File: src/rtl/core/sfr_pkg.sv
// ----------------------------------------------------------------------------
// sfr_pkg: shared types, codes and helpers for the find-and-replace core
// Channel payloads, register indexes, window cell controls and byte helpers.
// ----------------------------------------------------------------------------
`default_nettype none

package sfr_pkg;

  // Default sizes of the window and of the replacement sequence
  localparam int unsigned MAX_PATTERN_DEF     = 16;
  localparam int unsigned MAX_REPLACEMENT_DEF = 16;

  // Configuration register indexes
  localparam int unsigned CFG_IDX_W = 3;
  localparam logic [CFG_IDX_W-1:0] REG_PATTERN_LOW      = 3'd0;
  localparam logic [CFG_IDX_W-1:0] REG_PATTERN_HIGH     = 3'd1;
  localparam logic [CFG_IDX_W-1:0] REG_PATTERN_LENGTH   = 3'd2;
  localparam logic [CFG_IDX_W-1:0] REG_REPLACEMENT_LOW  = 3'd3;
  localparam logic [CFG_IDX_W-1:0] REG_REPLACEMENT_HIGH = 3'd4;
  localparam logic [CFG_IDX_W-1:0] REG_REPLACEMENT_LEN  = 3'd5;
  localparam logic [CFG_IDX_W-1:0] REG_CASE_SENSITIVE   = 3'd6;

  localparam int unsigned LEN_FIELD_W = 5;

  // ASCII upper-case letter range and the fold offset
  localparam logic [7:0] ASCII_UPPER_A = 8'h41;
  localparam logic [7:0] ASCII_UPPER_Z = 8'h5A;
  localparam logic [7:0] ASCII_CASE_OFS = 8'h20;

  typedef struct packed {
    logic [7:0] text_byte;
    logic       end_of_text;
  } sfr_in_t;

  typedef struct packed {
    logic [7:0] out_byte;
    logic       byte_valid;
    logic       last;
    logic       any_match;
  } sfr_out_t;

  typedef struct packed {
    logic [CFG_IDX_W-1:0] index;
    logic [63:0]          value;
  } sfr_cfg_t;

  // Window cell operations
  typedef enum logic [1:0] {
    CELL_HOLD,
    CELL_LOAD,
    CELL_SHIFT
  } sfr_cell_op_t;

  // Controls broadcast along the row of window cells
  typedef struct packed {
    sfr_cell_op_t op;
    logic         pre_shift;
    logic         fold_en;
    logic [7:0]   in_byte;
  } sfr_cell_ctrl_t;

  // Byte idx of a two-word register pair; beyond the pair reads as zero
  function automatic logic [7:0] pick_byte(input logic [63:0] lo, input logic [63:0] hi,
                                           input logic [7:0] idx);
    logic [7:0] b;
    b = '0;
    if (idx < 8'd8) begin
      b = lo[{idx[2:0], 3'b000} +: 8];
    end else if (idx < 8'd16) begin
      b = hi[{idx[2:0], 3'b000} +: 8];
    end
    return b;
  endfunction

  // Lower-case ASCII letters when folding is enabled
  function automatic logic [7:0] fold_byte(input logic [7:0] b, input logic en);
    logic [7:0] r;
    r = b;
    if (en && (b inside {[ASCII_UPPER_A:ASCII_UPPER_Z]})) begin
      r = b + ASCII_CASE_OFS;
    end
    return r;
  endfunction

endpackage

`default_nettype wire

File: src/rtl/core/sfr_stream_if.sv
// ----------------------------------------------------------------------------
// sfr_stream_if: valid/ready channel
// One transfer per rising edge with valid and ready both high.
// ----------------------------------------------------------------------------
`default_nettype none

interface sfr_stream_if #(
  parameter type payload_t = logic
);
  logic     valid;
  logic     ready;
  payload_t data;

  modport source (output valid, output data, input ready);
  modport sink   (input valid, input data, output ready);
endinterface

`default_nettype wire

File: src/rtl/core/sfr_cell.sv
// ----------------------------------------------------------------------------
// sfr_cell: one byte cell of the match window
// Holds one window byte, compares it with its pattern byte and shifts it on.
// ----------------------------------------------------------------------------
`default_nettype none

module sfr_cell (
  input  wire logic                    clk,
  input  wire sfr_pkg::sfr_cell_ctrl_t ctrl,
  input  wire logic                    sel,         // this cell is the write position
  input  wire logic                    en,          // cell lies inside the pattern
  input  wire logic [7:0]              pat_byte,
  input  wire logic [7:0]              right_pass,  // neighbour towards the newer end
  output logic      [7:0]              pass,
  output logic                         match
);

  logic [7:0] byte_r;
  logic [7:0] byte_nxt;
  logic [7:0] cmp_byte;

  // Present the incoming byte in place of the stored one at the write position
  assign pass     = sel ? ctrl.in_byte : byte_r;
  assign cmp_byte = ctrl.pre_shift ? right_pass : pass;
  assign match    = !en || (sfr_pkg::fold_byte(cmp_byte, ctrl.fold_en) == pat_byte);

  always_comb begin
    byte_nxt = byte_r;
    case (ctrl.op)
      sfr_pkg::CELL_LOAD: begin
        if (sel) begin
          byte_nxt = ctrl.in_byte;
        end
      end
      sfr_pkg::CELL_SHIFT: byte_nxt = right_pass;
      default:             byte_nxt = byte_r;
    endcase
  end

  always_ff @(posedge clk) begin
    byte_r <= byte_nxt;
  end

endmodule

`default_nettype wire

File: src/rtl/core/sfr_window.sv
// ----------------------------------------------------------------------------
// sfr_window: row of window cells
// Chains the cells oldest first and reduces their compare results to a hit.
// ----------------------------------------------------------------------------
`default_nettype none

module sfr_window #(
  parameter int unsigned MAX_PATTERN = sfr_pkg::MAX_PATTERN_DEF
) (
  input  wire logic                    clk,
  input  wire sfr_pkg::sfr_cell_ctrl_t ctrl,
  input  wire logic [MAX_PATTERN:0]    sel,
  input  wire logic [MAX_PATTERN-1:0]  en,
  input  wire logic [63:0]             pattern_low,
  input  wire logic [63:0]             pattern_high,
  output logic                         hit,
  output logic      [7:0]              oldest
);

  logic [7:0]             pass_w [MAX_PATTERN+1];
  logic [MAX_PATTERN-1:0] match_w;

  // Virtual cell past the end: the incoming byte when the window is full
  assign pass_w[MAX_PATTERN] = sel[MAX_PATTERN] ? ctrl.in_byte : 8'h00;

  for (genvar i = 0; i < MAX_PATTERN; i++) begin : g_cell
    sfr_cell u_cell (
      .clk        (clk),
      .ctrl       (ctrl),
      .sel        (sel[i]),
      .en         (en[i]),
      .pat_byte   (sfr_pkg::pick_byte(pattern_low, pattern_high, 8'(i))),
      .right_pass (pass_w[i+1]),
      .pass       (pass_w[i]),
      .match      (match_w[i])
    );
  end

  assign hit    = &match_w;
  assign oldest = pass_w[0];

endmodule

`default_nettype wire

File: src/rtl/core/stream_find_and_replace_core.sv
// ----------------------------------------------------------------------------
// stream_find_and_replace_core: streaming literal find-and-replace
// Greedy, non-overlapping replacement of a configured literal in a byte stream.
// ----------------------------------------------------------------------------
//
//  Channel   Dir  Payload                                   Transfer
//  in_chan   in   text_byte[8], end_of_text                 one text byte
//  out_chan  out  out_byte[8], byte_valid, last, any_match  one result
//  cfg_chan  in   index[3], value[64]                       one register write
//
//  Cycles: one text byte per cycle while bytes pass through or miss.
//  A hit emits its replacement one byte a cycle, and the input stalls until
//  the last replacement byte is emitted (not at all for an empty replacement).
//  End of text flushes the window one byte a cycle; a shortened pattern trims the
//  window, holding the input, before the next byte is compared. Reset: synchronous,
//  active low; control registers take their reset values at once, no clearing pass;
//  data registers are not reset. Window bytes beyond the fill count are never read.
//  Stalls: one held input item and one output register; out_chan back-pressure
//  holds the working stage, and in_chan is ready whenever the hold is free.
// ----------------------------------------------------------------------------
`default_nettype none

module stream_find_and_replace_core #(
  parameter int unsigned MAX_PATTERN     = sfr_pkg::MAX_PATTERN_DEF,
  parameter int unsigned MAX_REPLACEMENT = sfr_pkg::MAX_REPLACEMENT_DEF
) (
  input wire logic  clk,
  input wire logic  rst_n,
  sfr_stream_if.sink   in_chan,
  sfr_stream_if.source out_chan,
  sfr_stream_if.sink   cfg_chan
);

  localparam int unsigned LEN_W  = $clog2(MAX_PATTERN + 1);
  localparam int unsigned RLEN_W = $clog2(MAX_REPLACEMENT + 1);
  localparam int unsigned PCL_W  =
    (LEN_W > sfr_pkg::LEN_FIELD_W) ? LEN_W : sfr_pkg::LEN_FIELD_W;
  localparam int unsigned RCL_W  =
    (RLEN_W > sfr_pkg::LEN_FIELD_W) ? RLEN_W : sfr_pkg::LEN_FIELD_W;

  typedef enum logic [1:0] {
    PH_MAIN,    // trim, insert and compare
    PH_REPL,    // stream the rest of a replacement
    PH_FLUSH    // drain the window at end of text
  } phase_t;

  // --------------------------------------------------------------------------
  // Configuration registers
  // --------------------------------------------------------------------------
  logic [63:0]                     pat_lo_r;
  logic [63:0]                     pat_hi_r;
  logic [sfr_pkg::LEN_FIELD_W-1:0] pat_len_r;
  logic [63:0]                     rep_lo_r;
  logic [63:0]                     rep_hi_r;
  logic [sfr_pkg::LEN_FIELD_W-1:0] rep_len_r;
  logic                            case_sens_r;

  assign cfg_chan.ready = 1'b1;

  always_ff @(posedge clk) begin
    if (!rst_n) begin
      pat_lo_r    <= '0;
      pat_hi_r    <= '0;
      pat_len_r   <= sfr_pkg::LEN_FIELD_W'(1);
      rep_lo_r    <= '0;
      rep_hi_r    <= '0;
      rep_len_r   <= '0;
      case_sens_r <= 1'b1;
    end else if (cfg_chan.valid && cfg_chan.ready) begin
      case (cfg_chan.data.index)
        sfr_pkg::REG_PATTERN_LOW:      pat_lo_r  <= cfg_chan.data.value;
        sfr_pkg::REG_PATTERN_HIGH:     pat_hi_r  <= cfg_chan.data.value;
        sfr_pkg::REG_PATTERN_LENGTH:
          pat_len_r <= cfg_chan.data.value[sfr_pkg::LEN_FIELD_W-1:0];
        sfr_pkg::REG_REPLACEMENT_LOW:  rep_lo_r  <= cfg_chan.data.value;
        sfr_pkg::REG_REPLACEMENT_HIGH: rep_hi_r  <= cfg_chan.data.value;
        sfr_pkg::REG_REPLACEMENT_LEN:
          rep_len_r <= cfg_chan.data.value[sfr_pkg::LEN_FIELD_W-1:0];
        sfr_pkg::REG_CASE_SENSITIVE:   case_sens_r <= cfg_chan.data.value[0];
        default: ;  // unmapped index: drop the write
      endcase
    end
  end

  // Effective lengths: a zero pattern counts as one; each saturates at its own maximum
  logic [PCL_W-1:0]  plen_wide;
  logic [RCL_W-1:0]  rlen_wide;
  logic [LEN_W-1:0]  plen;
  logic [RLEN_W-1:0] rlen;

  always_comb begin
    plen_wide = PCL_W'(pat_len_r);
    rlen_wide = RCL_W'(rep_len_r);
    if (plen_wide == '0) begin
      plen = LEN_W'(1);
    end else if (plen_wide > PCL_W'(MAX_PATTERN)) begin
      plen = LEN_W'(MAX_PATTERN);
    end else begin
      plen = plen_wide[LEN_W-1:0];
    end
    if (rlen_wide > RCL_W'(MAX_REPLACEMENT)) begin
      rlen = RLEN_W'(MAX_REPLACEMENT);
    end else begin
      rlen = rlen_wide[RLEN_W-1:0];
    end
  end

  // --------------------------------------------------------------------------
  // Hold stage, working state and output register
  // --------------------------------------------------------------------------
  logic              hold_v_r;
  sfr_pkg::sfr_in_t  hold_r;
  phase_t            phase_r,  phase_nxt;
  logic [LEN_W-1:0]  fill_r,   fill_nxt;
  logic              match_seen_r, match_seen_nxt;
  logic [RLEN_W-1:0] ridx_r,   ridx_nxt;
  logic              out_v_r;
  sfr_pkg::sfr_out_t out_r;

  logic in_rdy;
  logic in_xfer;
  logic out_free;
  logic go;
  logic done;

  assign out_free = !out_v_r || out_chan.ready;
  assign go       = hold_v_r && out_free;
  assign in_rdy   = !hold_v_r || done;
  assign in_xfer  = in_chan.valid && in_rdy;

  assign in_chan.ready  = in_rdy;
  assign out_chan.valid = out_v_r;
  assign out_chan.data  = out_r;

  // --------------------------------------------------------------------------
  // Window row
  // --------------------------------------------------------------------------
  sfr_pkg::sfr_cell_ctrl_t cell_ctrl;
  sfr_pkg::sfr_cell_op_t   cell_op;
  logic [MAX_PATTERN:0]    wr_sel;
  logic [MAX_PATTERN-1:0]  pat_en;
  logic                    pre_shift;
  logic                    win_hit;
  logic [7:0]              win_oldest;

  // Window over-full after a shorter pattern was configured: trim first
  assign pre_shift = (fill_r >= plen);

  always_comb begin
    for (int k = 0; k <= MAX_PATTERN; k++) begin
      wr_sel[k] = (fill_r == LEN_W'(k));
    end
    for (int k = 0; k < MAX_PATTERN; k++) begin
      pat_en[k] = (LEN_W'(k) < plen);
    end
  end

  assign cell_ctrl.op        = cell_op;
  assign cell_ctrl.pre_shift = pre_shift;
  assign cell_ctrl.fold_en   = !case_sens_r;
  assign cell_ctrl.in_byte   = hold_r.text_byte;

  sfr_window #(
    .MAX_PATTERN (MAX_PATTERN)
  ) u_window (
    .clk          (clk),
    .ctrl         (cell_ctrl),
    .sel          (wr_sel),
    .en           (pat_en),
    .pattern_low  (pat_lo_r),
    .pattern_high (pat_hi_r),
    .hit          (win_hit),
    .oldest       (win_oldest)
  );

  // --------------------------------------------------------------------------
  // Sequencer: at most one result per cycle, last flag known when it is made
  // --------------------------------------------------------------------------
  logic       emit;
  logic [7:0] em_byte;
  logic       em_valid;
  logic       em_last;
  logic       em_any;
  logic [7:0] rep_cur;
  logic       eot;
  logic       full_next;

  assign eot       = hold_r.end_of_text;
  assign full_next = ((fill_r + LEN_W'(1)) == plen);
  assign rep_cur   = sfr_pkg::pick_byte(rep_lo_r, rep_hi_r, 8'(ridx_r));

  always_comb begin
    emit           = 1'b0;
    em_byte        = win_oldest;
    em_valid       = 1'b1;
    em_last        = 1'b0;
    em_any         = 1'b0;
    done           = 1'b0;
    fill_nxt       = fill_r;
    phase_nxt      = phase_r;
    match_seen_nxt = match_seen_r;
    ridx_nxt       = ridx_r;
    cell_op        = sfr_pkg::CELL_HOLD;

    if (go) begin
      case (phase_r)
        PH_MAIN: begin
          if (pre_shift) begin
            // Trim the oldest byte; the cells already see the post-trim window
            emit    = 1'b1;
            cell_op = sfr_pkg::CELL_SHIFT;
            if ((fill_r == plen) && win_hit && (rlen == '0)) begin
              // Last trim plus a hit with empty replacement: finish here
              fill_nxt = '0;
              done     = 1'b1;
              if (eot) begin
                em_last        = 1'b1;
                em_any         = 1'b1;
                match_seen_nxt = 1'b0;
              end else begin
                match_seen_nxt = 1'b1;
              end
            end else begin
              fill_nxt = fill_r - LEN_W'(1);
            end
          end else if (!full_next) begin
            // Window not yet full: just append
            cell_op  = sfr_pkg::CELL_LOAD;
            fill_nxt = fill_r + LEN_W'(1);
            if (eot) begin
              phase_nxt = PH_FLUSH;
            end else begin
              done = 1'b1;
            end
          end else if (!win_hit) begin
            // Miss: pass the oldest byte on, append the new one
            emit    = 1'b1;
            cell_op = sfr_pkg::CELL_SHIFT;
            if (eot && (fill_r != '0)) begin
              phase_nxt = PH_FLUSH;
            end else begin
              done = 1'b1;
              if (eot) begin
                em_last        = 1'b1;
                em_any         = match_seen_r;
                match_seen_nxt = 1'b0;
              end
            end
          end else begin
            // Hit: drop the window, start the replacement
            fill_nxt       = '0;
            match_seen_nxt = 1'b1;
            if (rlen == '0) begin
              done = 1'b1;
              if (eot) begin
                emit           = 1'b1;
                em_byte        = 8'h00;
                em_valid       = 1'b0;
                em_last        = 1'b1;
                em_any         = 1'b1;
                match_seen_nxt = 1'b0;
              end
            end else begin
              emit    = 1'b1;
              em_byte = rep_cur;
              if (rlen == RLEN_W'(1)) begin
                done = 1'b1;
                if (eot) begin
                  em_last        = 1'b1;
                  em_any         = 1'b1;
                  match_seen_nxt = 1'b0;
                end
              end else begin
                ridx_nxt  = RLEN_W'(1);
                phase_nxt = PH_REPL;
              end
            end
          end
        end

        PH_REPL: begin
          emit    = 1'b1;
          em_byte = rep_cur;
          if (ridx_r == (rlen - RLEN_W'(1))) begin
            ridx_nxt  = '0;
            phase_nxt = PH_MAIN;
            done      = 1'b1;
            if (eot) begin
              em_last        = 1'b1;
              em_any         = 1'b1;
              match_seen_nxt = 1'b0;
            end
          end else begin
            ridx_nxt = ridx_r + RLEN_W'(1);
          end
        end

        PH_FLUSH: begin
          emit     = 1'b1;
          cell_op  = sfr_pkg::CELL_SHIFT;
          fill_nxt = fill_r - LEN_W'(1);
          if (fill_r == LEN_W'(1)) begin
            phase_nxt      = PH_MAIN;
            done           = 1'b1;
            em_last        = 1'b1;
            em_any         = match_seen_r;
            match_seen_nxt = 1'b0;
          end
        end

        default: phase_nxt = PH_MAIN;
      endcase
    end
  end

  always_ff @(posedge clk) begin
    if (!rst_n) begin
      phase_r      <= PH_MAIN;
      fill_r       <= '0;
      match_seen_r <= 1'b0;
      ridx_r       <= '0;
      hold_v_r     <= 1'b0;
      out_v_r      <= 1'b0;
    end else begin
      phase_r      <= phase_nxt;
      fill_r       <= fill_nxt;
      match_seen_r <= match_seen_nxt;
      ridx_r       <= ridx_nxt;
      // Take a new item whenever the hold is empty or finishes this cycle
      hold_v_r     <= in_xfer || (hold_v_r && !done);
      if (out_free) begin
        out_v_r <= emit;
      end
    end
    if (in_xfer) begin
      hold_r <= in_chan.data;
    end
    if (out_free && emit) begin
      out_r.out_byte   <= em_byte;
      out_r.byte_valid <= em_valid;
      out_r.last       <= em_last;
      out_r.any_match  <= em_any;
    end
  end

  // --------------------------------------------------------------------------
  // Assertions
  // --------------------------------------------------------------------------
  a_repl_after_hit : assert property (@(posedge clk) disable iff (!rst_n)
    (phase_r == PH_REPL) |-> ((fill_r == '0) && match_seen_r && hold_v_r))
    else $error("replacement streaming without a consumed window");

  a_flush_at_end : assert property (@(posedge clk) disable iff (!rst_n)
    (phase_r == PH_FLUSH) |-> (hold_v_r && hold_r.end_of_text && (fill_r != '0)))
    else $error("window flush outside end of text");

  a_any_only_last : assert property (@(posedge clk) disable iff (!rst_n)
    (out_v_r && out_r.any_match) |-> out_r.last)
    else $error("any_match raised on a result that is not last");

  a_marker_on_hit : assert property (@(posedge clk) disable iff (!rst_n)
    (out_v_r && !out_r.byte_valid) |-> (out_r.last && out_r.any_match))
    else $error("bare end marker without an empty-replacement hit");

  a_fill_bound : assert property (@(posedge clk) disable iff (!rst_n)
    (go && !pre_shift && (phase_r == PH_MAIN)) |=> (fill_r < LEN_W'(MAX_PATTERN)))
    else $error("window fill beyond the pattern after an insert");

endmodule

`default_nettype wire

File: src/flat_wrapper.sv
// flat-port wrapper written by rule: the top's interface ports become plain ports
module stream_find_and_replace_core_flat 
#(
  parameter int unsigned MAX_PATTERN     = sfr_pkg::MAX_PATTERN_DEF,
  parameter int unsigned MAX_REPLACEMENT = sfr_pkg::MAX_REPLACEMENT_DEF
)
  (clk, rst_n, in_chan_valid, in_chan_data, in_chan_ready, out_chan_valid, out_chan_data, out_chan_ready, cfg_chan_valid, cfg_chan_data, cfg_chan_ready);
  sfr_stream_if #(.payload_t(sfr_pkg::sfr_in_t)) in_chan_i ();
  sfr_stream_if #(.payload_t(sfr_pkg::sfr_out_t)) out_chan_i ();
  sfr_stream_if #(.payload_t(sfr_pkg::sfr_cfg_t)) cfg_chan_i ();
  input wire logic clk;
  input wire logic rst_n;
  input wire logic [$bits(in_chan_i.valid)-1:0] in_chan_valid;
  input wire logic [$bits(in_chan_i.data)-1:0] in_chan_data;
  output wire logic [$bits(in_chan_i.ready)-1:0] in_chan_ready;
  output wire logic [$bits(out_chan_i.valid)-1:0] out_chan_valid;
  output wire logic [$bits(out_chan_i.data)-1:0] out_chan_data;
  input wire logic [$bits(out_chan_i.ready)-1:0] out_chan_ready;
  input wire logic [$bits(cfg_chan_i.valid)-1:0] cfg_chan_valid;
  input wire logic [$bits(cfg_chan_i.data)-1:0] cfg_chan_data;
  output wire logic [$bits(cfg_chan_i.ready)-1:0] cfg_chan_ready;
  assign in_chan_i.valid = in_chan_valid;
  assign in_chan_i.data = in_chan_data;
  assign in_chan_ready = in_chan_i.ready;
  assign out_chan_valid = out_chan_i.valid;
  assign out_chan_data = out_chan_i.data;
  assign out_chan_i.ready = out_chan_ready;
  assign cfg_chan_i.valid = cfg_chan_valid;
  assign cfg_chan_i.data = cfg_chan_data;
  assign cfg_chan_ready = cfg_chan_i.ready;
  stream_find_and_replace_core #(.MAX_PATTERN(MAX_PATTERN), .MAX_REPLACEMENT(MAX_REPLACEMENT)) u_core (.clk(clk), .rst_n(rst_n), .in_chan(in_chan_i), .out_chan(out_chan_i), .cfg_chan(cfg_chan_i));
endmodule
File: config.mk
export PLATFORM = sky130hd
export DESIGN_NAME = stream_find_and_replace_core_flat
export DESIGN_NICKNAME = d
export VERILOG_FILES = /design/src/rtl/core/sfr_pkg.sv /design/src/rtl/core/sfr_stream_if.sv /design/src/rtl/core/sfr_cell.sv /design/src/rtl/core/sfr_window.sv /design/src/rtl/core/stream_find_and_replace_core.sv /design/src/flat_wrapper.sv
export SDC_FILE = /design/constraint.sdc
export NUM_CORES = 1
export LEC_CHECK = 0
export ABC_AREA = 1
export BUFFER_PORTS_ARGS = -buffer_cell sky130_fd_sc_hd__buf_2
export CAP_MARGIN = 0
export CORE_MARGIN = 4
export CORE_UTILIZATION = 30
export DETAILED_ROUTE_END_ITERATION = 6
export GPL_ROUTABILITY_DRIVEN = 0
export SYNTH_ARGS = -nofsm -noshare
export SYNTH_HDL_FRONTEND = slang
export SYNTH_SLANG_ARGS = --single-unit
File: constraint.sdc
create_clock -name clk -period 14.7 [get_ports clk]
set_clock_uncertainty 0.15 [all_clocks]
set_input_delay 1.47 -clock clk [delete_from_list [all_inputs] [get_ports clk]]
set_output_delay 1.47 -clock clk [all_outputs]
set_load 0.01 [all_outputs]
# [Yosys cells after proc, flatten, opt, wreduce, memory -nomap -nowiden]
# Index checks and enable logic that the tools add are counted.
[op_classes] n_addsub=20 n_lt_le_gt_ge=53 eq_ne=61 n_shift=2 n_mux=150 bitwise=5 n_reduce_logical=102
[op_table] cell="8-bit 2-to-1 mux" n=57
[op_table] cell="8-bit case mux with 2 select lines" n=17
[op_table] cell="8-bit by 6-bit adder with 8-bit output (second input constant)" n=16
[op_table] cell="8-bit equality test" n=16
[op_table] cell="8-bit by 7-bit greater-or-equal comparator with 1-bit output (second input constant)" n=16
[op_table] cell="8-bit by 7-bit <= comparator with 1-bit output (second input constant)" n=16
[op_table] cell="64-bit by 7-bit variable part select with 8-bit output" n=2
[op_table] cell="5-bit 2-to-1 mux" n=13
[op_table] cell="1-bit 2-to-1 mux" n=41
[op_table] cell="5-bit by 4-bit equality test with 1-bit output (second input constant)" n=8
[op_table] cell="4-bit by 5-bit < comparator with 1-bit output (first input constant)" n=8
[op_table] cell="1-bit logical AND" n=39
[op_table] cell="2-bit 2-to-1 mux" n=13
[op_table] cell="5-bit by 3-bit equality test with 1-bit output (second input constant)" n=4
[op_table] cell="1-bit zero test" n=20
[op_table] cell="3-bit by 5-bit < comparator with 1-bit output (first input constant)" n=4
[op_table] cell="5-bit case mux with 2 select lines" n=2
[op_table] cell="1-bit logical OR" n=19
[op_table] cell="16-bit AND reduction" n=1
[op_table] cell="5-bit equality test" n=3
[op_table] cell="5-bit zero test" n=3
[op_table] cell="2-bit AND reduction" n=7
[op_table] cell="7-bit AND reduction" n=2
[op_table] cell="1-bit case mux with 3 select lines" n=4
[op_table] cell="36 further kinds" n=62
[word_totals] ff_bits=430 input_bits=81 out_inout_bits=14 elab_cells=428

# [Longest topological paths before layout]
# Gate-level depths: netlist of run 1.
[depth] depth_word=21 depth_mapped=43 ltp_nobuf=37

# [By module]
# From an unflattened synthesis of run 1, not the netlist that was laid out.
[hier_totals] cells_unflattened=4347 area_unflattened_um2=29301.9
[modules_own_cells] mod="sfr_cell" instances=16 cells_each=155 area_each_um2=1004.7 seq_area_each_um2=240.2
[modules_own_cells] mod="stream_find_and_replace_core" instances=1 cells_each=1835 area_each_um2=13105.1 seq_area_each_um2=6246.0
[modules_own_cells] mod="sfr_window" instances=1 cells_each=32 area_each_um2=121.4 seq_area_each_um2=0.0

# [Least setup slack after synthesis of run 1]
# No wires, ideal clock.
[synth_timing] path_kind="register to register" startpoint="register u_core.pat_len_r[1] (netlist bit)" endpoint="register u_core.u_window.g_cell[0].u_cell.byte_r[0] (enable)" setup_ns=0.481 t_arrival_ns=6.472 required_time_ns=14.069 setup_slack_ns=7.597 stages_incl_launch_ff=36 n_path_buf=5 period_less_slack_ns=7.103 path_cell_list="dfxtp_1 -> nor2_1 -> nand2_1 -> a21oi_1 -> inv_1 -> ha_1 -> nand3_1 -> nor2_2 -> nor2_4 -> nand2_2 -> buf_6 -> buf_4 -> buf_4 -> buf_2 -> nand2_1 -> o21ai_0 -> ha_1 -> inv_1 -> nand4_1 -> nand3_1 -> nand2_1 -> inv_1 -> nand2_1 -> inv_1 -> nand2_1 -> nand2_1 -> nand2_1 -> nor2_4 -> nand2_2 -> buf_6 -> inv_6 -> nor2_4 -> a21oi_1 -> a21oi_1 -> ha_1 -> inv_1"
[synth_between] elab_chain_len=19 elab_cells_between_ends=191 classes_between="add/sub: 16; order compare: 50; eq/ne: 19; mux: 39; reduce/logical: 67"
[synth_lines] item="start, declared" line="stream_find_and_replace_core.sv:52" text="logic [sfr_pkg::LEN_FIELD_W-1:0] pat_len_r;"
[synth_lines] item="start signal, assigned" line="stream_find_and_replace_core.sv:64" text="pat_len_r <= sfr_pkg::LEN_FIELD_W'(1);"
[synth_lines] item="start signal, assigned" line="stream_find_and_replace_core.sv:74" text="pat_len_r <= cfg_chan.data.value[sfr_pkg::LEN_FIELD_W-1:0];"
[synth_lines] item="5-bit > comparator" line="stream_find_and_replace_core.sv:96" text="end else if (plen_wide > PCL_W'(MAX_PATTERN)) begin"
[synth_lines] item="5-bit 2-to-1 mux" line="stream_find_and_replace_core.sv:96"
[synth_lines] item="5-bit 2-to-1 mux *" line="stream_find_and_replace_core.sv:94" text="if (plen_wide == '0) begin"
[synth_lines] item="5-bit greater-or-equal comparator" line="stream_find_and_replace_core.sv:147" text="assign pre_shift = (fill_r >= plen);"
[synth_lines] item="8-bit 2-to-1 mux" line="sfr_cell.sv:24" text="assign cmp_byte = ctrl.pre_shift ? right_pass : pass;"
[synth_lines] item="8-bit by 7-bit greater-or-equal comparator with 1-bit output / 8-bit by 7-bit <= comparator with 1-bit output (equally long branches)" line="sfr_pkg.sv:79" text="if (en && (b inside {[ASCII_UPPER_A:ASCII_UPPER_Z]})) begin"
[synth_lines] item="1-bit logical AND (2 in a row)" line="sfr_pkg.sv:79"
[synth_lines] item="8-bit 2-to-1 mux" line="sfr_pkg.sv:79"
[synth_lines] item="[... 2 more ...]"
[synth_lines] item="16-bit AND reduction" line="sfr_window.sv:39" text="assign hit = &match_w;"
[synth_lines] item="2-bit 2-to-1 mux" line="stream_find_and_replace_core.sv:235" text="end else if (!win_hit) begin"
[synth_lines] item="2-bit 2-to-1 mux" line="stream_find_and_replace_core.sv:226" text="end else if (!full_next) begin"
[synth_lines] item="2-bit 2-to-1 mux *" line="stream_find_and_replace_core.sv:208" text="if (pre_shift) begin"
[synth_lines] item="2-bit case mux with 2 select lines *" line="stream_find_and_replace_core.sv:206" text="case (phase_r)"
[synth_lines] item="2-bit 2-to-1 mux *" line="stream_find_and_replace_core.sv:205" text="if (go) begin"
[synth_lines] item="2-bit by 1-bit equality test with 1-bit output / 2-bit equality test (equally long branches)" line="sfr_cell.sv:29" text="case (ctrl.op)"
[synth_lines] item="2-bit nonzero test (no source line) *"
[synth_lines] item="end signal, assigned" line="sfr_cell.sv:41" text="byte_r <= byte_nxt;"
[synth_lines] item="end, declared" line="sfr_cell.sv:18" text="logic [7:0] byte_r;"
# Every way passes the cells marked *; elsewhere a longest branch is shown, timed or not.
# A chain may end at the register's enable or synchronous reset.

# [Final worst setup path of run 1]
[layout_timing] startpoint="register u_core.pat_len_r[1] (netlist bit)" endpoint="output in_chan_ready"
[layout_between] elab_chain_len=19 elab_cells_between_ends=193 classes_between="add/sub: 16; order compare: 50; eq/ne: 18; mux: 40; reduce/logical: 69"
[layout_lines] item="5-bit > comparator" line="stream_find_and_replace_core.sv:96"
[layout_lines] item="5-bit 2-to-1 mux" line="stream_find_and_replace_core.sv:96"
[layout_lines] item="5-bit 2-to-1 mux *" line="stream_find_and_replace_core.sv:94"
[layout_lines] item="5-bit greater-or-equal comparator" line="stream_find_and_replace_core.sv:147"
[layout_lines] item="8-bit 2-to-1 mux" line="sfr_cell.sv:24"
[layout_lines] item="8-bit by 7-bit greater-or-equal comparator with 1-bit output / 8-bit by 7-bit <= comparator with 1-bit output (equally long branches)" line="sfr_pkg.sv:79"
[layout_lines] item="1-bit logical AND (2 in a row)" line="sfr_pkg.sv:79"
[layout_lines] item="8-bit 2-to-1 mux" line="sfr_pkg.sv:79"
[layout_lines] item="8-bit equality test" line="sfr_cell.sv:25" text="assign match = !en || (sfr_pkg::fold_byte(cmp_byte, ctrl.fold_en) == pat_byte);"
[layout_lines] item="1-bit logical OR" line="sfr_cell.sv:25"
[layout_lines] item="16-bit AND reduction" line="sfr_window.sv:39"
[layout_lines] item="1-bit logical AND (2 in a row)" line="stream_find_and_replace_core.sv:212" text="if ((fill_r == plen) && win_hit && (rlen == '0)) begin"
[layout_lines] item="1-bit 2-to-1 mux" line="stream_find_and_replace_core.sv:212"
[layout_lines] item="1-bit 2-to-1 mux *" line="stream_find_and_replace_core.sv:208"
[layout_lines] item="1-bit case mux with 3 select lines *" line="stream_find_and_replace_core.sv:206"
[layout_lines] item="1-bit 2-to-1 mux *" line="stream_find_and_replace_core.sv:205"
[layout_lines] item="1-bit logical OR *" line="stream_find_and_replace_core.sv:128" text="assign in_rdy = !hold_v_r || done;"
[layout_lines] item="end, declared" line="flat_wrapper.sv:15" text="output wire logic [$bits(in_chan_i.ready)-1:0] in_chan_ready;"
# Marks and branches as above.

==> metrics.md, run 1 <==
| Metric | Value |
|---|---|
| Netlist cell types | `60` |
| CTS buffer count | `47` |
| Setup CP Type | `reg -> out` |
| Worst-Margin Slew | `roughly 1.2 ns` |
| # setup viols final | `0` |
| CP most frequent cell | `nand2_1` |
| Avg WL per Cell | `19.0 µm` |
| Number of synthesized flops with an enable pin | `148` |
| Synth warnings | `0` |
| Post-Synthesis Cells | `4077` |
| Worst-path maximum fanout | `~150` |
| CTS tree | `done` |
| Fin crit share | `0.544` |
| Synthesized flop and latch total | `430` |
| Post-CTS Hold Buffers | `0` |
| Final hold vios | `0` |
| Synthesis-to-finish area growth | `10.3%` |
| Synth Flop Type | `dfxtp_1` |
| Setup TNS | `0 ns` |
| Die H | `between 300 and 400 µm` |
| Router iterations before antenna repair | `7` |
| Initial antenna violation count | `3` |
| Row count | `about 110` |
| Clk_lat worst skew | `0.60 ns` |
| Fmax | `between 100 and 150 MHz` |
| Post-Syn Area | `27000 µm²` |
| DIE AREA | `95000 µm²` |
| Number of global-route vias before repair | `roughly 24000` |
| Cts repair resizes | `0` |
| Clock buffer depth | `3` |
| Postcts setup bufs | `0` |
| Largest net degree at the start of global routing | `150` |
| Via-per-instance ratio | `5.18` |
| Clock slew at reported path FFs | `0.07 ns` |
| Failing checks | `design-rule violations` |
| Max-slew violations | `0` |
| Final WL | `99400 µm` |
| Total grt overflow | `0` |
| Root buffer cell | `clkbuf_16` |
| Unrepaired setup endpoints after global routing | `false` |
| PortBufs | `93` |
| I/O pins | `between 90 and 100` |
| Post-synth ARST share | `0` |
| Worst min path class | `reg -> reg` |
| Via count | `27163` |
| Synth Area per Inst | `~6.6 µm²` |
| GR Util All Layers | `0.202` |
| Synth Net Count | `4194` |
| Outcome | `finished, violations left` |
| Max_cap viols | `0` |
| Fin area | `between 20000 and 30000 µm²` |
| Crit-path slowest cell | `buf_4` |
| Final Critical Period | `7.99 ns` |
| DIE WIDTH | `between 300 and 400 µm` |
| Placed inst area | `approximately 28000 µm²` |
| Layout cells sized above 1 | `0.0837` |
| WP data required | `13.08 ns` |
| CP startpoint kind | `flip-flop` |
| First-pass GRT wire length | `around 150000 µm` |
| CTS Sinks | `430` |
| Slew margin rel. | `0.220` |
| Largest stage delay on the critical path | `0.88 ns` |
| Post-layout nets | `approximately 4200` |
| Arrival time worst endpoint | `6.37 ns` |
| Hpwl dp | `~70000 µm` |
| Final ANT Viol Nets | `0` |
| H-tree Lvls | `2` |
| Initial cell density of the core | `0.304` |
| Seq/Total Area, Yosys | `0.373` |
| Crit end category | `output port` |
| Core area | `88900 µm²` |
| Post-route DRC | `11` |
| Starting DRT DRC Count | `around 3100` |
[flip-flops by register name, indices dropped and copies added, names as in the netlist]
register	flops
u_core.case_sens_r	1
u_core.cell_ctrl	8
u_core.eot	1
u_core.fill_r	5
u_core.hold_v_r	1
u_core.match_seen_r	1
u_core.out_chan.data	11
u_core.out_chan.valid	1
u_core.pat_hi_r	64
u_core.pat_len_r	5
u_core.pat_lo_r	64
u_core.phase_r	2
u_core.rep_hi_r	64
u_core.rep_len_r	5
u_core.rep_lo_r	64
u_core.ridx_r	5
u_core.u_window.g_cell.u_cell.byte_r	128
[critical path: cells and delay by family, from the launching register on]
kind	cells	cell delay (ns)
AOI/OAI and AO/OA	2	0.44
adders and majority gates	1	0.29
buffers and inverters	4	1.15
DFF	1	0.37
and+or+nand+nor	25	3.46
[cell usage in the layout, fill, tap and decap left out, drive strengths merged, types with 2 or more instances in the layout]
cell,n
o31ai,3
a21oi,133
xnor2,15
o21ai,656
o311ai,3
nor3,8
dfxtp,282
nand3,245
clkbuf,61
buf,128
clkinv,20
clkinvlp,4
diode,3
xor2,37
bufinv,4
o211ai,11
or2,8
o22ai,16
inv,339
o221ai,18
nor2,629
nand3b,12
nand2,1158
o21bai,2
nand4,61
a221oi,14
edfxtp,148
and2,3
a211oi,5
ha,36
a31oi,3
[metal layers]
layer  vias up  wire length (µm)  share of wire  global-route usage
li1      13284                 -              -                   -
met1     12607             44300           0.45               0.283
met2      1097             42600           0.43               0.310
met3       173              8410          0.085              0.0366
met4         2              4080          0.041              0.0736
met5         -                 9       0.000091                   0
[cells by family after synthesis]
group,count (synthesis),share of synthesized area
fa+ha+maj,36,0.0167
buf+inv,559,0.0867
compound gates,870,0.174
mux,1,0.000370
simple gates,2128,0.332
xor+xnor,52,0.0169
flops,430,0.373
other cells,1,0.000139
[per-stage QoR]
stage	hold WS (ns)	cells	setup WS, ns	util
2_1_floorplan	0.291	4077	7.60	-
3_3_place_gp	0.309	5153	7.01	0.318
3_5_place_dp	0.313	5153	6.93	0.318
4_1_cts	0.321	5239	6.74	0.335
5_1_grt	0.339	5239	6.10	0.335
6_report	0.321	5242	6.71	0.335
[worst paths after layout]
path / endpoint / cells after the start / slack [ns] / startpoint
setup / recovery: in_chan_ready / 32 / 6.71 / u_core.pat_len_r[1]
hold reg to reg: u_core.pat_hi_r[36] / 2 / 0.32 / u_core.pat_hi_r[36]
hold / removal: u_core.pat_hi_r[36] / 2 / 0.32 / u_core.pat_hi_r[36]
setup reg to reg: u_core.u_window.g_cell[14].u_cell.byte_r[7] / 32 / 6.81 / u_core.pat_len_r[1]
[area by class of cell]
type                       instances  area, µm²
fill                            9699      59100
multi-input combinational       3088      14600
sequential                       430      10100
tap                             1165       1460
clock buffer                      61       1320
inverter                         342       1310
timing repair buffer             128        734
clock inverter                    25        246
antenna                            3       7.51
[synthesized netlist by cell type (11+ instances only)]
cell,number,share of area
a21oi_1,132,0.024
a221oi_1,14,0.0045
buf_1,19,0.0026
buf_2,26,0.0048
buf_4,22,0.0061
buf_6,14,0.0058
clkbuf_1,136,0.019
dfxtp_1,282,0.21
edfxtp_1,148,0.16
ha_1,36,0.017
inv_1,325,0.045
nand2_1,1129,0.16
nand2_2,19,0.0044
nand3_1,239,0.044
nand3b_1,12,0.0033
nand4_1,60,0.014
nor2_1,590,0.082
nor2_2,17,0.0039
nor2_4,16,0.0067
o211ai_1,11,0.0031
o21ai_0,538,0.10
o21ai_1,88,0.016
o21ai_2,30,0.0097
o221ai_1,18,0.0058
o22ai_1,16,0.0037
xnor2_1,15,0.0049
xor2_1,37,0.012
Power of run 1 is not shown: default switching activity piles up to over one toggle a cycle in this logic, so the estimate is an artifact.
==> run 2: changes to the inputs <==
clock period = 6.5 ns   (was 14.7 ns; I/O delays follow)
==> run 2 against run 1 <==
- the run now ends clean
- sequential share of layout area fell by 0.47 points
- critical path depth is the same
- core utilization up 0.47 points
- non-clock buffer count up 33
- critical path type unchanged
- largest cell class unchanged
==> metrics.md, run 2 (synthesis gave the netlist of run 1 again) <==
| Metric | Value |
|---|---|
| Met3 Usage GRT | `0.0293` |
| Largest stage delay on the critical path | `0.50 ns` |
| CP bufs+invs | `5` |
| Most common cell after layout, fill and taps aside | `nand2_1` |
| Fin crit share | `0.946` |
| Post-layout nets | `approximately 4200` |
| Final ANT Viol Nets | `0` |
| GRT met1 Usage | `0.289` |
| Post-route DRC | `0` |
| Core area | `between 80000 and 90000 µm²` |
| PortBufs | `a little over 90` |
| Final Critical Period | `6.15 ns` |
| Total grt overflow | `0` |
| Final WL | `between 100000 and 150000 µm` |
| Outcome | `completed` |
| Die H | `~310 µm` |
| Layout cells sized above 1 | `0.0900` |
| CP startpoint kind | `flip-flop` |
| Final worst setup slack | `around 0.35 ns` |
| GRT Max-Usage Layer | `met2` |
| Clock buffer depth | `3` |
| GR Util All Layers | `0.205` |
| Max-slew violations | `0` |
| DIE WIDTH | `308 µm` |
| Via count | `27578` |
| Via-per-instance ratio | `5.23` |
| Synthesis-to-finish area growth | `11.8%` |
| Hpwl dp | `72500 µm` |
| Post-Place Worst Slack | `between 0.15 and 0.2 ns` |
| Multi-input combinational cell area | `14700 µm²` |
| Arrival time worst endpoint | `5.35 ns` |
| CTS Sinks | `430` |
| Root buffer cell | `clkbuf_16` |
| WP data required | `5.70 ns` |
| Commonest cells after routing, fill and taps aside | `nand2_1 (1129), nor2_1 (587), o21ai_0 (538)` |
| I/O pins | `95` |
| Crit-path slowest cell | `o21ai_1` |
| Final hold vios | `0` |
| First-pass GRT wire length | `151000 µm` |
| Largest Register | `u_core.u_window.g_cell.u_cell.byte_r` |
| CP most frequent cell | `nand2_1` |
| Avg WL per Cell | `approximately 19 µm` |
| Initial cell density of the core | `0.304` |
| Number of global-route vias before repair | `around 24000` |
| DIE AREA | `95000 µm²` |
| Worst min path class | `in -> reg` |
| Grt met2 use | `0.318` |
| Register-to-Register Path Depth | `32` |
| Filler cells | `9724` |
| # setup viols final | `0` |
| H-tree Lvls | `2` |
| Number of stages on the worst setup path | `32` |
| Hold Path Stages | `1` |
| Setup CP Type | `reg -> out` |
| CTS buffer count | `48` |
| Largest net degree at the start of global routing | `145` |
| Hold WS | `0.0772 ns` |
| Max_cap viols | `0` |
| Crit path max-delay family | `simple AND/OR/NAND/NOR gates` |
| Post-CTS Hold Buffers | `0` |
| FF+latch area | `just over 10000 µm²` |
| Clock slew at reported path FFs | `0.06 ns` |
| Clk_lat worst skew | `0.61 ns` |
| Max FFs per register | `about 130` |
| Initial antenna violation count | `4` |
| Slew margin rel. | `0.161` |
| Crit end category | `output port` |
| Worst-path maximum fanout | `28` |
| Router iterations before antenna repair | `6` |
| Worst-Margin Slew | `around 1.2 ns` |
| Starting DRT DRC Count | `~3300` |
| Fmax | `between 150 and 200 MHz` |
| CTS tree | `done` |
| Row count | `around 110` |
==> run 2: worst paths after layout <==
path | startpoint | end | slack [ns]
setup / recovery | u_core.pat_len_r[1] | in_chan_ready | 0.35
setup reg to reg | u_core.pat_len_r[1] | u_core.u_window.g_cell[5].u_cell.byte_r[6] | 0.59
hold / removal | in_chan_data[0] | u_core.eot | 0.08
hold reg to reg | u_core.pat_lo_r[8] | u_core.pat_lo_r[8] | 0.32
==> run 2: metal layers <==
metal  part of all wire  routed length, µm
met1               0.44              45000
met3              0.082               8410
met2               0.44              44700
met4              0.041               4210
met5                  0                  0
==> run 2: stage by stage <==
stage	area [µm²]	instances	utilization	TNS (ns)
final	30200	5276	0.340	0
after global routing	30200	5274	0.340	-0.00276
after CTS	30000	5263	0.337	0
after detailed placement	28500	5177	0.320	0
after global placement	28500	5177	0.320	0
after floorplan	27000	4077	-	0
==> run 2: cell type report <==
class	instances	area share
multi-input cells	3090	0.486
inverters	342	0.0436
diodes	2	0.000166
clock inverters	17	0.00505
repair buffers	161	0.0391
well taps	1165	0.0482
clock buffers	69	0.0440
flip-flops and latches	430	0.334
==> run 2: timing repair <==
item | in CTS | in global routing
resized for setup | 3 | 15
gates cloned | 0 | 5
setup buffers | 0 | 6
pin swaps | 0 | 2
setup endpoints to repair | 1 | 108
Power of run 2 is left out for the same reason.
